==> config.mk <==
export PLATFORM = sky130hd
export DESIGN_NAME = rgb_led_chain_pwm_encoder_unit
export DESIGN_NICKNAME = d
export VERILOG_FILES = /design/src/rtl/core/rlce_pkg.sv /design/src/rtl/core/rgb_led_chain_pwm_encoder_unit.sv /design/src/rtl/core/rlce_front.sv /design/src/rtl/core/rlce_queue.sv /design/src/rtl/core/rlce_back.sv
export SDC_FILE = /design/constraint.sdc
export NUM_CORES = 1
export LEC_CHECK = 0
export BUFFER_PORTS_ARGS = -buffer_cell sky130_fd_sc_hd__buf_2
export CAP_MARGIN = 10
export CORE_ASPECT_RATIO = 0.8
export CORE_MARGIN = 4
export CORE_UTILIZATION = 48
export CTS_CLUSTER_DIAMETER = 100
export DETAILED_ROUTE_END_ITERATION = 6
export GPL_TIMING_DRIVEN = 0
export PLACE_DENSITY = 0.68
export SETUP_SLACK_MARGIN = 0.5
export SKIP_LAST_GASP = 1
export SLEW_MARGIN = 10
export SYNTH_ARGS = -nofsm -noshare
export SYNTH_HDL_FRONTEND = slang
export SYNTH_SLANG_ARGS = --single-unit
==> constraint.sdc <==
create_clock -name clock -period 3.4 [get_ports clock]
set_input_delay 0.68 -clock clock [delete_from_list [all_inputs] [get_ports clock]]
set_output_delay 0.68 -clock clock [all_outputs]
set_load 0.01 [all_outputs]
==> src/rtl/core/rlce_pkg.sv <==
`default_nettype none
// ----------------------------------------------------------------------------
// rlce_pkg
// Shared types and constants of the LED chain encoder.
// ----------------------------------------------------------------------------
package rlce_pkg;

   localparam int COLOR_W        = 24;
   localparam int CODE_W         = 8;
   localparam int RUN_W          = 10;
   localparam int LED_COUNT_W    = 11;
   localparam int CSR_INDEX_W    = 2;
   localparam int CSR_DATA_W     = 11;
   localparam int MAX_LEDS_DEF   = 1024;
   localparam int QUEUE_DEPTH    = 2;

   localparam int SLOT_W         = 5;
   localparam logic [SLOT_W-1:0] SLOT_RUN   = SLOT_W'(0);
   localparam logic [SLOT_W-1:0] SLOT_FIRST = SLOT_W'(1);
   localparam logic [SLOT_W-1:0] SLOT_GAP   = SLOT_W'(COLOR_W + 1);

   localparam logic [CODE_W-1:0]      ONE_CODE_RST    = CODE_W'(71);
   localparam logic [CODE_W-1:0]      ZERO_CODE_RST   = CODE_W'(32);
   localparam logic [RUN_W-1:0]       RESET_SLOTS_RST = RUN_W'(240);
   localparam logic [LED_COUNT_W-1:0] LED_COUNT_RST   = LED_COUNT_W'(1024);

   typedef enum logic [CSR_INDEX_W-1:0] {
      CSR_ONE_CODE    = 2'd0,
      CSR_ZERO_CODE   = 2'd1,
      CSR_RESET_SLOTS = 2'd2,
      CSR_LED_COUNT   = 2'd3
   } csr_index_type;

   typedef struct packed {
      logic [CODE_W-1:0]      one_code;
      logic [CODE_W-1:0]      zero_code;
      logic [RUN_W-1:0]       reset_slots;
      logic [LED_COUNT_W-1:0] led_count;
   } cfg_type;

   typedef struct packed {
      logic [COLOR_W-1:0] grb;
      logic               first;
   } pix_type;

   typedef struct packed {
      logic valid;
      logic full;
   } queue_status_type;

endpackage
`default_nettype wire

==> src/rtl/core/rgb_led_chain_pwm_encoder_unit.sv <==
`default_nettype none
// ----------------------------------------------------------------------------
// rgb_led_chain_pwm_encoder_unit
// Turns RGB pixels into a stream of PWM compare codes for a serial LED chain.
// ----------------------------------------------------------------------------
// The req channel takes one 24-bit RGB color per item. The rsp channel gives
// one PWM slot or run per item: a reset run before the first pixel of each
// frame, 24 bit slots in GRB order with the most significant bit first, and
// a gap slot that carries end_of_pixel.
// The output register sends one result per cycle while the receiver does not
// stall, so a pixel gives 25 results, or 26 when it opens a frame. Each pixel
// goes through the queue, the back's slot state and the output register.
// A two-entry queue between the front and the back lets the next pixels be
// accepted while the current one is still being sent; req_stall is high only
// while that queue is full.
// When the receiver stalls, the current result holds and the back pauses.
// Reset empties the queue and the output register, restarts the frame at the
// first pixel and loads the default register values. The csr port may be
// written only while the block is idle.
// ----------------------------------------------------------------------------
module rgb_led_chain_pwm_encoder_unit #(
   parameter int MAX_LEDS = rlce_pkg::MAX_LEDS_DEF
) (
   input  wire                               clock,
   input  wire                               reset,
   input  wire                               req_valid,
   output logic                              req_stall,
   input  wire  [rlce_pkg::COLOR_W-1:0]      req_color,
   output logic                              rsp_valid,
   input  wire                               rsp_stall,
   output logic [rlce_pkg::CODE_W-1:0]       rsp_duty_code,
   output logic [rlce_pkg::RUN_W-1:0]        rsp_repeat_res,
   output logic                              rsp_end_of_pixel,
   input  wire                               csr_wr_en,
   input  wire  [rlce_pkg::CSR_INDEX_W-1:0]  csr_index,
   input  wire  [rlce_pkg::CSR_DATA_W-1:0]   csr_wdata
);
   import rlce_pkg::*;

   cfg_type           cfg_ff, cfg_in;
   queue_status_type  q_status;
   pix_type           push_item;
   pix_type           pop_item;
   logic              push;
   logic              pop;

   always_comb begin
      cfg_in = cfg_ff;
      if (csr_wr_en) begin
         case (csr_index_type'(csr_index))
            CSR_ONE_CODE:    cfg_in.one_code    = csr_wdata[CODE_W-1:0];
            CSR_ZERO_CODE:   cfg_in.zero_code   = csr_wdata[CODE_W-1:0];
            CSR_RESET_SLOTS: cfg_in.reset_slots = csr_wdata[RUN_W-1:0];
            CSR_LED_COUNT:   cfg_in.led_count   = csr_wdata[LED_COUNT_W-1:0];
            default:         cfg_in = cfg_ff;
         endcase
      end
   end

   always_ff @(posedge clock) begin
      if (reset) begin
         cfg_ff.one_code    <= ONE_CODE_RST;
         cfg_ff.zero_code   <= ZERO_CODE_RST;
         cfg_ff.reset_slots <= RESET_SLOTS_RST;
         cfg_ff.led_count   <= LED_COUNT_RST;
      end else begin
         cfg_ff <= cfg_in;
      end
   end

   rlce_front #(
      .MAX_LEDS (MAX_LEDS)
   ) u_front (
      .clock     (clock),
      .reset     (reset),
      .req_valid (req_valid),
      .req_stall (req_stall),
      .req_color (req_color),
      .led_count (cfg_ff.led_count),
      .q_status  (q_status),
      .push      (push),
      .push_item (push_item)
   );

   rlce_queue u_queue (
      .clock     (clock),
      .reset     (reset),
      .push      (push),
      .push_item (push_item),
      .pop       (pop),
      .pop_item  (pop_item),
      .status    (q_status)
   );

   rlce_back u_back (
      .clock            (clock),
      .reset            (reset),
      .cfg              (cfg_ff),
      .q_status         (q_status),
      .q_item           (pop_item),
      .pop              (pop),
      .rsp_valid        (rsp_valid),
      .rsp_stall        (rsp_stall),
      .rsp_duty_code    (rsp_duty_code),
      .rsp_repeat_res   (rsp_repeat_res),
      .rsp_end_of_pixel (rsp_end_of_pixel)
   );

   a_pop_needs_item: assert property (@(posedge clock) disable iff (reset)
      pop |-> q_status.valid)
      else $error("queue popped while empty");

   a_gap_slot_shape: assert property (@(posedge clock) disable iff (reset)
      rsp_valid && rsp_end_of_pixel |-> rsp_duty_code == '0 && rsp_repeat_res == RUN_W'(1))
      else $error("gap slot with wrong duty code or repeat count");

   a_repeat_nonzero: assert property (@(posedge clock) disable iff (reset)
      rsp_valid |-> rsp_repeat_res != '0)
      else $error("result with empty repeat count");

   a_idle_after_reset: assert property (@(posedge clock)
      $past(reset) |-> !rsp_valid)
      else $error("result valid right after reset");

endmodule
`default_nettype wire

==> src/rtl/core/rlce_front.sv <==
`default_nettype none
// ----------------------------------------------------------------------------
// rlce_front
// Accepts pixels, reorders them to GRB and marks the pixel that opens a frame.
// ----------------------------------------------------------------------------
module rlce_front #(
   parameter int MAX_LEDS = rlce_pkg::MAX_LEDS_DEF
) (
   input  wire                               clock,
   input  wire                               reset,
   input  wire                               req_valid,
   output logic                              req_stall,
   input  wire  [rlce_pkg::COLOR_W-1:0]      req_color,
   input  wire  [rlce_pkg::LED_COUNT_W-1:0]  led_count,
   input  wire  rlce_pkg::queue_status_type  q_status,
   output logic                              push,
   output rlce_pkg::pix_type                 push_item
);
   import rlce_pkg::*;

   localparam int IDX_W = (MAX_LEDS > 1) ? $clog2(MAX_LEDS) : 1;
   localparam int CNT_W = $clog2(MAX_LEDS + 1);
   localparam int CMP_W = (CNT_W > LED_COUNT_W) ? CNT_W : LED_COUNT_W;

   logic [IDX_W-1:0] pixel_index_ff, pixel_index_in;
   logic [CMP_W-1:0] led_ext, frame_len, next_idx;

   assign req_stall = q_status.full;
   assign push      = req_valid && !req_stall;

   assign push_item.grb   = {req_color[15:8], req_color[23:16], req_color[7:0]};
   assign push_item.first = (pixel_index_ff == '0);

   always_comb begin
      led_ext = CMP_W'(led_count);
      if (led_ext == '0) begin
         frame_len = CMP_W'(1);
      end else if (led_ext > CMP_W'(MAX_LEDS)) begin
         frame_len = CMP_W'(MAX_LEDS);
      end else begin
         frame_len = led_ext;
      end
      next_idx = CMP_W'(pixel_index_ff) + CMP_W'(1);
      pixel_index_in = pixel_index_ff;
      if (push) begin
         if (next_idx >= frame_len) begin
            pixel_index_in = '0;
         end else begin
            pixel_index_in = next_idx[IDX_W-1:0];
         end
      end
   end

   always_ff @(posedge clock) begin
      if (reset) begin
         pixel_index_ff <= '0;
      end else begin
         pixel_index_ff <= pixel_index_in;
      end
   end

endmodule
`default_nettype wire

==> src/rtl/core/rlce_queue.sv <==
`default_nettype none
// ----------------------------------------------------------------------------
// rlce_queue
// Short queue of classified pixels between the front and the back.
// ----------------------------------------------------------------------------
module rlce_queue (
   input  wire                               clock,
   input  wire                               reset,
   input  wire                               push,
   input  wire  rlce_pkg::pix_type           push_item,
   input  wire                               pop,
   output rlce_pkg::pix_type                 pop_item,
   output rlce_pkg::queue_status_type        status
);
   import rlce_pkg::*;

   localparam int PTR_W = (QUEUE_DEPTH > 1) ? $clog2(QUEUE_DEPTH) : 1;
   localparam int CNT_W = $clog2(QUEUE_DEPTH + 1);

   pix_type            entry_ff [QUEUE_DEPTH];
   logic [PTR_W-1:0]   wr_ptr_ff, wr_ptr_in;
   logic [PTR_W-1:0]   rd_ptr_ff, rd_ptr_in;
   logic [CNT_W-1:0]   count_ff, count_in;

   function automatic logic [PTR_W-1:0] ptr_next(input logic [PTR_W-1:0] p);
      logic [PTR_W-1:0] r;
      if (p == PTR_W'(QUEUE_DEPTH - 1)) begin
         r = '0;
      end else begin
         r = p + PTR_W'(1);
      end
      return r;
   endfunction

   assign status.valid = (count_ff != '0);
   assign status.full  = (count_ff == CNT_W'(QUEUE_DEPTH));
   assign pop_item     = entry_ff[rd_ptr_ff];

   always_comb begin
      wr_ptr_in = push ? ptr_next(wr_ptr_ff) : wr_ptr_ff;
      rd_ptr_in = pop ? ptr_next(rd_ptr_ff) : rd_ptr_ff;
      count_in  = count_ff;
      if (push && !pop) begin
         count_in = count_ff + CNT_W'(1);
      end else if (pop && !push) begin
         count_in = count_ff - CNT_W'(1);
      end
   end

   always_ff @(posedge clock) begin
      if (reset) begin
         wr_ptr_ff <= '0;
         rd_ptr_ff <= '0;
         count_ff  <= '0;
      end else begin
         wr_ptr_ff <= wr_ptr_in;
         rd_ptr_ff <= rd_ptr_in;
         count_ff  <= count_in;
      end
      if (push) begin
         entry_ff[wr_ptr_ff] <= push_item;
      end
   end

endmodule
`default_nettype wire

==> src/rtl/core/rlce_back.sv <==
`default_nettype none
// ----------------------------------------------------------------------------
// rlce_back
// Serializes a pixel: reset run if first in frame, 24 bit slots, gap slot.
// ----------------------------------------------------------------------------
module rlce_back (
   input  wire                               clock,
   input  wire                               reset,
   input  wire  rlce_pkg::cfg_type           cfg,
   input  wire  rlce_pkg::queue_status_type  q_status,
   input  wire  rlce_pkg::pix_type           q_item,
   output logic                              pop,
   output logic                              rsp_valid,
   input  wire                               rsp_stall,
   output logic [rlce_pkg::CODE_W-1:0]       rsp_duty_code,
   output logic [rlce_pkg::RUN_W-1:0]        rsp_repeat_res,
   output logic                              rsp_end_of_pixel
);
   import rlce_pkg::*;

   logic                  active_ff, active_in;
   logic [SLOT_W-1:0]     slot_ff, slot_in;
   logic [COLOR_W-1:0]    shift_ff, shift_in;
   logic                  rsp_valid_ff, rsp_valid_in;
   logic [CODE_W-1:0]     duty_ff, duty_in;
   logic [RUN_W-1:0]      rep_ff, rep_in;
   logic                  eop_ff, eop_in;
   logic                  out_free;
   logic                  last_slot;

   assign out_free  = !rsp_valid_ff || !rsp_stall;
   assign last_slot = active_ff && (slot_ff == SLOT_GAP);
   assign pop       = out_free && (!active_ff || last_slot) && q_status.valid;

   assign rsp_valid        = rsp_valid_ff;
   assign rsp_duty_code    = duty_ff;
   assign rsp_repeat_res   = rep_ff;
   assign rsp_end_of_pixel = eop_ff;

   always_comb begin
      active_in    = active_ff;
      slot_in      = slot_ff;
      shift_in     = shift_ff;
      rsp_valid_in = rsp_valid_ff;
      duty_in      = duty_ff;
      rep_in       = rep_ff;
      eop_in       = eop_ff;
      if (out_free) begin
         rsp_valid_in = active_ff;
         if (active_ff) begin
            if (slot_ff == SLOT_RUN) begin
               duty_in = '0;
               rep_in  = (cfg.reset_slots == '0) ? RUN_W'(1) : cfg.reset_slots;
               eop_in  = 1'b0;
            end else if (slot_ff == SLOT_GAP) begin
               duty_in = '0;
               rep_in  = RUN_W'(1);
               eop_in  = 1'b1;
            end else begin
               duty_in  = shift_ff[COLOR_W-1] ? cfg.one_code : cfg.zero_code;
               rep_in   = RUN_W'(1);
               eop_in   = 1'b0;
               shift_in = {shift_ff[COLOR_W-2:0], 1'b0};
            end
            slot_in = slot_ff + SLOT_W'(1);
            if (last_slot) begin
               active_in = 1'b0;
            end
         end
         if (pop) begin
            active_in = 1'b1;
            slot_in   = q_item.first ? SLOT_RUN : SLOT_FIRST;
            shift_in  = q_item.grb;
         end
      end
   end

   always_ff @(posedge clock) begin
      if (reset) begin
         active_ff    <= 1'b0;
         rsp_valid_ff <= 1'b0;
      end else begin
         active_ff    <= active_in;
         rsp_valid_ff <= rsp_valid_in;
      end
      slot_ff  <= slot_in;
      shift_ff <= shift_in;
      duty_ff  <= duty_in;
      rep_ff   <= rep_in;
      eop_ff   <= eop_in;
   end

endmodule
`default_nettype wire

==> summary by stage, run 1 <==
Synthesis
The number of cells produced by synthesis is 519. Averaged over all synthesized cells, the footprint is 12.2 um2. Yosys printed 0 warnings. Synthesis inferred roughly 150 register bits.

The share of synthesized area in the top cell type comes to 46.3%. The most used flip-flop cell after synthesis is edfxtp_1. The library cell with the largest summed area after synthesis is edfxtp_1. Ranked by total cell area, the synthesized netlist is headed by edfxtp_1, dfxtp_1, mux2i_1, nand2_1, ha_1. The mapped netlist covers 6350 um2. Yosys mapped a number of flops with a built-in enable equal to 98. In the synthesized netlist the async set-or-reset flop fraction comes to 0%. The number of distinct library cell variants in the gate-level netlist after synthesis is 45. Of the synthesized area, sequential elements account for 63.4%. The number of nets handed over by synthesis was roughly 580.

Pwr
Of the total power, registers draw 44.7%. For this design the ratio of total power to cell area is between 800 and 900 nW/um2. In this run switching power makes up 30.9% of total power.

The share of power burned in combinational logic is 25.7%. The clock share of power is 29.6%. For this design the static power due to leakage is 0.00295 uW. The completed layout was analyzed and its total power is 6110 uW. For this design the total switching power over the nets is around 1900 uW. The internal power of the cells totals 4220 uW. VDD sags by at most 0.664 mV.

Layout
In the final layout, the multi-input gates occupy 2190 um2. At the end of the flow, the number of nets in the layout was around 660. The leading cell type in the layout, fill and taps excluded is edfxtp_1. The diode insertion count for antenna repair is 0. Registers take 4030 um2. Of the cells placed in the final design, the portion with a size suffix greater than 1 is 22.6%.

The count of filler cells inserted in the layout is approximately 1100. The area overhead of the layout relative to synthesis is 18.6%. The library cells used most frequently in the layout, excluding fill and tap cells, are edfxtp_1, nand2_1, buf_2.

Die
63 I/O pins were placed. The die covers between 15000 and 20000 um2. After floorplanning, the core was divided into 37 placement rows. In this run the standard cell core region covers between 10000 and 15000 um2. The starting density of the core is 49.2%. The die is 137 um wide.

The die height is 111 um.

Global route
The via count of the first global-routing pass is 3904. The number of antenna violations at the first check in global routing is 0. The global-route wire length before repair is 19100 um. The total track usage is 16.2%. Entering global routing, the biggest net connects 26 pins.

The residual overflow from global routing is 0.

Detailed routing
The via total after detailed routing is around 4000. The average routed wire per standard cell is approximately 15 um. The first detailed-routing pass took 4 iterations. Once detail routing completed, the nets flagged for antenna violations numbered 0. The wire length after detailed routing is between 10000 and 15000 um. In the routed layout, each cell is associated on average with a via count of 5.07. The first routing iteration left around 250 violations.

After detailed routing, the number of remaining DRC violations is 0.

STA
The worst hold slack is 0.440 ns. In the final timing run, aggregate negative setup slack is 0 ns. For the pin with the worst max-slew slack, the measured transition is approximately 0.84 ns. The final max-slew violation count is 0. The post-layout minimum cycle time is 2.72 ns. The worst path setup slack after routing is ~0.68 ns.

The hold violation total from the final report is 0. Setup repair after global routing left no endpoint under its margin. Setup violations remaining at the end of the flow were counted as 0.

In the finished design, the share of the clock period the worst path needs comes to 80.1%. Headroom to the max-slew limit came out at 43.6%. For this run, the top clock speed supported by timing is 367 MHz. The final setup skew is 0.00829 ns.

Run
The tool flagged a number of max-cap violations equal to 0.

Critical path
The critical path goes through ha_4 -> nand3_1 -> inv_2 -> and3_1 -> xor2_2 -> ha_1 -> a211oi_1 -> o2111ai_1 -> a221oi_2 -> buf_4 -> buf_12 -> a22o_1. In this run the critical register-to-register path is launched from u_front.pixel_index_ff[0]. STA puts the critical path data arrival time at 3.09 ns. In this design, the stage delay of the slowest critical-path cell is 0.39 ns. For the worst setup path, the data required time is 3.76 ns.

The cell at the slowest stage of the critical path is dfxtp_2. The worst setup path is captured at a flop. The endpoint identified for the worst register-to-register timing path is u_front.pixel_index_ff[7]. STA classifies the critical path startpoint as a flop.

The critical path is of the flop to flop type. The worst reg2reg path depth is 12. In this run the register-to-register setup slack is 0.68 ns. Of all nets on the critical path, the largest fanout is 8.

Min path
The worst hold path belongs to the class primary input to flop. The number of cells on the worst hold path is 1. The worst hold path begins at req_color[17].

For hold timing, the worst endpoint is u_queue.entry_ff[0][10].

Clocking
Clock tree synthesis found a total of approximately 150 sinks. The clock tree synthesis step divided the H-tree into 4 levels. For this design, the CTS-stage hold fixing added 0 buffers.

The later pin in the worst-skew pair is clocked with a latency of 0.42 ns. The cell chosen for the clock root is clkbuf_16. TritonCTS built the clock tree. The number of buffers added by the clock tree synthesis step is 17. The maximum root-to-sink buffer count is 2. After clock tree synthesis, the clock-pin slew on the worst setup and hold paths is ~0.06 ns.

Run status
The run finished with clean final reports.

Placed design
Buffers placed on the I/O ports in this run total 61. The weighted congestion at the end of routability-driven global placement is 0.825. Prior to clock tree synthesis, the placed netlist has a worst setup slack of 0.466 ns. The half-perimeter wire length after detailed placement is 8140 um.
## sequential cells by signal (all words and copies together), names as in the netlist, named ones only
register,flops
u_back.rsp_repeat_res,10
cfg_ff,37
u_queue.count_ff,2
u_queue.entry_ff,50
u_queue.wr_ptr_ff,1
u_back.rsp_duty_code,8
u_back.slot_ff,5
u_back.shift_ff,24
u_back.active_ff,1
u_back.rsp_end_of_pixel,1
u_front.pixel_index_ff,10
u_back.rsp_valid,1
u_queue.rd_ptr_ff,1
## per-stage QoR
stage / std cells / instance area (um2) / utilization [%]
finish: 790 / 7530 / 58.3
detailed placement: 755 / 6890 / 53.4
global route: 790 / 7530 / 58.3
global placement: 755 / 6880 / 53.3
CTS: 788 / 7490 / 58.0
floorplan: 519 / 6350 / -
## worst max-delay path: cells and delay by family (launching register included)
family	cells	cell delay (ns)
compound gates	4	0.80
fa+ha+maj	2	0.47
buf+inv	3	0.46
flops	1	0.39
simple gates	2	0.34
xor+xnor	1	0.21
## final cells by class
cell class | instances | share of cell area (%)
plain buffers | 21 | 1.59
repair buffers | 64 | 4.52
inverters | 14 | 0.697
flip-flops and latches | 152 | 53.4
multi-input cells | 332 | 29.1
well taps | 175 | 2.91
clock buffers | 19 | 6.31
clock inverters | 13 | 1.41
## what timing repair did
item	4_1_cts	5_1_grt
setup buffers	1	2
setup endpoints to repair	4	10
resized for setup	1	5
pin swaps	0	1
endpoints found under the hold margin	0	0
## worst max-delay path by stage
stage                                    startpoint                        end  slack (ns)  cells after the start
after floorplan                           req_valid     u_queue.entry_ff[0][0]        0.85                      3
after CTS                 u_front.pixel_index_ff[0]  u_front.pixel_index_ff[4]        0.52                     12
after global routing      u_front.pixel_index_ff[0]  u_front.pixel_index_ff[2]        0.49                     12
final                     u_front.pixel_index_ff[0]  u_front.pixel_index_ff[7]        0.68                     12
after detailed placement  u_front.pixel_index_ff[0]  u_front.pixel_index_ff[4]        0.47                     12
after global placement                    req_valid    u_queue.entry_ff[0][12]      0.0008                      4
## synthesized netlist by cell type, types with 6 or more instances
| cell | number |
|---|---|
| mux2i_1 | 46 |
| xnor2_1 | 9 |
| clkbuf_1 | 11 |
| edfxtp_1 | 98 |
| and2_1 | 11 |
| nand3_1 | 8 |
| inv_1 | 12 |
| dfxtp_1 | 54 |
| and3_1 | 6 |
| ha_1 | 17 |
| o21ai_0 | 8 |
| a211o_1 | 6 |
| nand2_1 | 84 |
| o21ai_2 | 19 |
| nor2b_1 | 6 |
| nand3b_1 | 6 |
| a22o_1 | 7 |
| a21oi_1 | 25 |
| nor2_1 | 38 |
| xor2_1 | 6 |
## layer usage
layer | up-vias | GRT usage (%) | part of all wire (%)
li1 | 2029 | - | -
met1 | 1893 | 21.9 | 47
met2 | 72 | 24.7 | 47
met3 | 15 | 5.17 | 3.9
met4 | 0 | 5.84 | 1.7
met5 | - | 0 | 0
## power by group through the flow
stage,combinational [uW],sequential [uW],clock (uW)
after floorplan,1120,2770,0
after global placement,1500,2750,0
after detailed placement,1570,2760,0
after CTS,1590,2730,1840
after global routing,1760,2770,1930
final,1570,2730,1810
## cells by family after synthesis
family / Yosys count / share of synthesized area [%]
buffers and inverters: 35 / 2.72
flip-flops: 152 / 63.4
AO/OA/AOI/OAI: 74 / 8.20
XOR/XNOR: 15 / 2.07
adder cells (fa/ha/maj): 17 / 3.35
AND/OR/NAND/NOR: 179 / 12.9
multiplexers: 47 / 7.43
(Power assumes the default switching activity.)
==> inputs of run 2 (changes only) <==
- clock period: 3.4 -> 2.6 ns (I/O delays scaled with it)
==> run 2 against run 1 <==
Compared with the run above:
- routed wire length increased by 13%
- largest cell class unchanged
- critical endpoint is now u_front.pixel_index_ff[2]
- critical path depth unchanged
- highest routed layer unchanged
- sequential power increased by 32%
==> summary by stage, run 2 (synthesis results as in run 1) <==
Layout
The final design area excluding fillers is 8020 um2 (+6.4%). The leading cell type in the layout, fill and taps excluded is edfxtp_1. The number of flip-flops under the largest register name is 50 (unchanged). The library cells used most frequently in the layout, excluding fill and tap cells, are edfxtp_1, nand2_1, buf_2.

The area overhead of the layout relative to synthesis is 26.2%. The largest registers in the layout are u_queue.entry_ff (50), cfg_ff (37), u_back.shift_ff (24). The total number of nets in the final design is 689 (+4.2%). The end-of-flow core utilization is 62.1% (+3.7 points).

The register with the most flip-flops in the final layout is u_queue.entry_ff. The fraction of layout cells with a size suffix above 1 came to 29.5% (+6.9 points). The diode insertion count for antenna repair is 0 (unchanged). The post-layout instance count excluding filler cells is 818 (+3.5%).

Critical path
The critical path's largest stage delay is 0.37 ns (-0.02 ns). The setup slack of the most critical reg-to-reg path was 0.15 ns (-0.53 ns). The critical path arrival is 2.79 ns (-0.30 ns). STA classifies the critical path endpoint as a flop. The type of the setup path with the least slack is flop to flop. Traced cell by cell, the critical path runs through ha_4 -> nand3_4 -> inv_4 -> and3_4 -> xor2_4 -> ha_4 -> a211oi_2 -> o2111ai_2 -> a221oi_2 -> buf_4 -> nand2_1 -> mux2i_1. The worst reg2reg path depth is 12 (unchanged). The endpoint required time on the critical path is 2.94 ns (-0.82 ns). Counting stages on the worst path, the most repeated cell is ha_4.

The maximum net fanout on the critical path is 5 (-3). The category of the worst setup path launch point is a flop. On the critical path, the stage with the largest delay is an instance of dfxtp_4.

Min path
The number of cells on the worst hold path is 1 (unchanged). The worst hold path belongs to the class primary input to flop.

Placed design
The count of input and output buffers is 61 (unchanged). The post-detailed-placement cell area is 6940 um2 (+0.69%). The weighted congestion at the end of routability-driven global placement is 0.808 (-2.0%). The total placed cells including tap cells is 755 (unchanged). The half-perimeter wire length after detailed placement is 8480 um (+4.2%).

STA
The final setup skew is 0.00943 ns (+0.00114 ns). Setup repair after global routing could not meet its margin everywhere. The final max-slew violation count is 0 (unchanged). The hold violation total from the final report is 0 (unchanged). The fmax is 408 MHz (+11%). The post-layout minimum cycle time is 2.45 ns (-0.273 ns). The final cycle utilization of the critical path is 94.2% (+14 points). The worst-case headroom to the max-slew limit is 47.0% (+3.4 points). The actual transition at the worst max-transition pin came to 0.796 ns (-0.0487 ns). The number of failing setup endpoints in the final timing report came to 0 (unchanged). The accumulated negative setup slack is 0 ns (unchanged).

Clocking
The maximum root-to-sink buffer count is 2 (unchanged). The cell chosen for the clock root is clkbuf_16. The count of clock tree sinks was 152 (unchanged). The clock-pin slew on the worst setup and hold paths was 0.06 ns (about the same).

The TritonCTS clock tree is yes. The number of hold buffers added after CTS is 0 (unchanged). The number of buffers added by the clock tree synthesis step is 17 (unchanged). The insertion delay of the later-clocked pin in the worst-skew pair came to 0.42 ns (about the same).

The number of H-tree branching levels was 4 (unchanged).

Pwr
The worst IR drop on VDD is 0.558 mV (-16%). The leakage power summed over all cells is 0.00316 uW (+7.0%). The ratio of total power to cell area is 1090 nW/um2 (+34%).

Detailed routing
The first-pass iteration count of the detailed router is 4 (unchanged). The DRC violation total after the first TritonRoute iteration came to 267 (+9.0%). The DRC violation count after routing was 0 (unchanged).

The via-per-instance ratio came to 5.17 (+1.8%). The average routed wire per standard cell is 16.1 um (+9.3%). The antenna violation net count after detailed routing is 0 (unchanged). The wire length after detailed routing was 13200 um (+13%). The via total after detailed routing was 4227 (+5.4%).

Global route
The largest net degree at the start of global routing is 26 (unchanged). The residual overflow from global routing is 0 (unchanged). The total track usage came to 18.3% (+2.1 points). The number of antenna violations at the first check in global routing is 0 (unchanged). The global-route wire length before repair is 21600 um (+13%). The via count of the first global-routing pass is 4227 (+8.3%).

Die
The floorplan core area is 12900 um2 (unchanged). The starting density of the core came to 49.2% (unchanged). The die outline width was 137 um (unchanged). The number of rows created at floorplan came to 37 (unchanged). The die outline area was 15100 um2 (unchanged).

The die height is 111 um (unchanged). The I/O pin count is 63 (unchanged).

Run
The number of violations of the max-capacitance limit is 0 (unchanged).

Run status
The flow ran to the end, and the final reports show no timing, DRC or antenna violations.
## run 2: cell types whose count changed in the layout (fill, tap and decap cells not counted), sizes merged
cell | previous run | this run
clkinvlp | 1 | 0
a21boi | 1 | 2
nor2b | 6 | 7
clkinv | 7 | 6
buf | 74 | 100
clkbuf | 30 | 34
inv | 19 | 17
## run 2: stage by stage
| stage | worst slack [ns] | hold WS, ns | total power, uW |
|---|---|---|---|
| 2_1_floorplan | 0.374 | 0.435 | 5120 |
| 3_3_place_gp | -0.00765 | 0.441 | 5630 |
| 3_5_place_dp | -0.0157 | 0.456 | 5730 |
| 4_1_cts | 0.196 | 0.272 | 8610 |
| 5_1_grt | -0.0284 | 0.274 | 9200 |
| 6_report | 0.150 | 0.286 | 8740 |
## run 2: final timing paths
| kind | from | endpoint |
|---|---|---|
| setup / recovery | u_front.pixel_index_ff[1] | u_front.pixel_index_ff[2] |
| hold / removal | req_color[17] | u_queue.entry_ff[0][10] |
| setup reg to reg | u_front.pixel_index_ff[1] | u_front.pixel_index_ff[2] |
| hold reg to reg | cfg_ff[14] | cfg_ff[14] |
## run 2: power breakdown
group          leakage, uW  switching, uW  internal, uW
sequential         0.00138            223          3370
clock             0.000313            983          1520
combinational      0.00147           1470          1180
## run 2: metal layers
layer | track usage (%) | part of all wire (%) | vias to the layer above
li1 | - | - | 2084
met1 | 26.1 | 48 | 2047
met2 | 28.0 | 47 | 87
met3 | 4.17 | 4.2 | 9
met4 | 5.44 | 0.67 | 0
met5 | 0 | 0 | -
## run 2: timing repair
item,CTS,global route
pin swaps,9,12
resized for setup,28,14
buffers inserted,18,10
cloned,3,0
setup endpoints to repair,86,60
endpoints found under the hold margin,0,0
## run 2: layout make-up
cell class,instances,area [um2]
clock inverter,9,71.3
timing repair buffer,90,573
multi-input combinational,334,2370
tap,175,219
clock buffer,23,553
sequential,152,4040
fill,982,4900
buffer,21,133
inverter,14,57.6
## run 2: critical path, delay by kind of cell (launching register included)
family | cells | cell delay, ns
XOR/XNOR | 1 | 0.20
adder cells (fa/ha/maj) | 2 | 0.38
AND/OR/NAND/NOR | 3 | 0.35
multiplexers | 1 | 0.11
buffers and inverters | 2 | 0.29
flip-flops | 1 | 0.37
AO/OA/AOI/OAI | 3 | 0.66
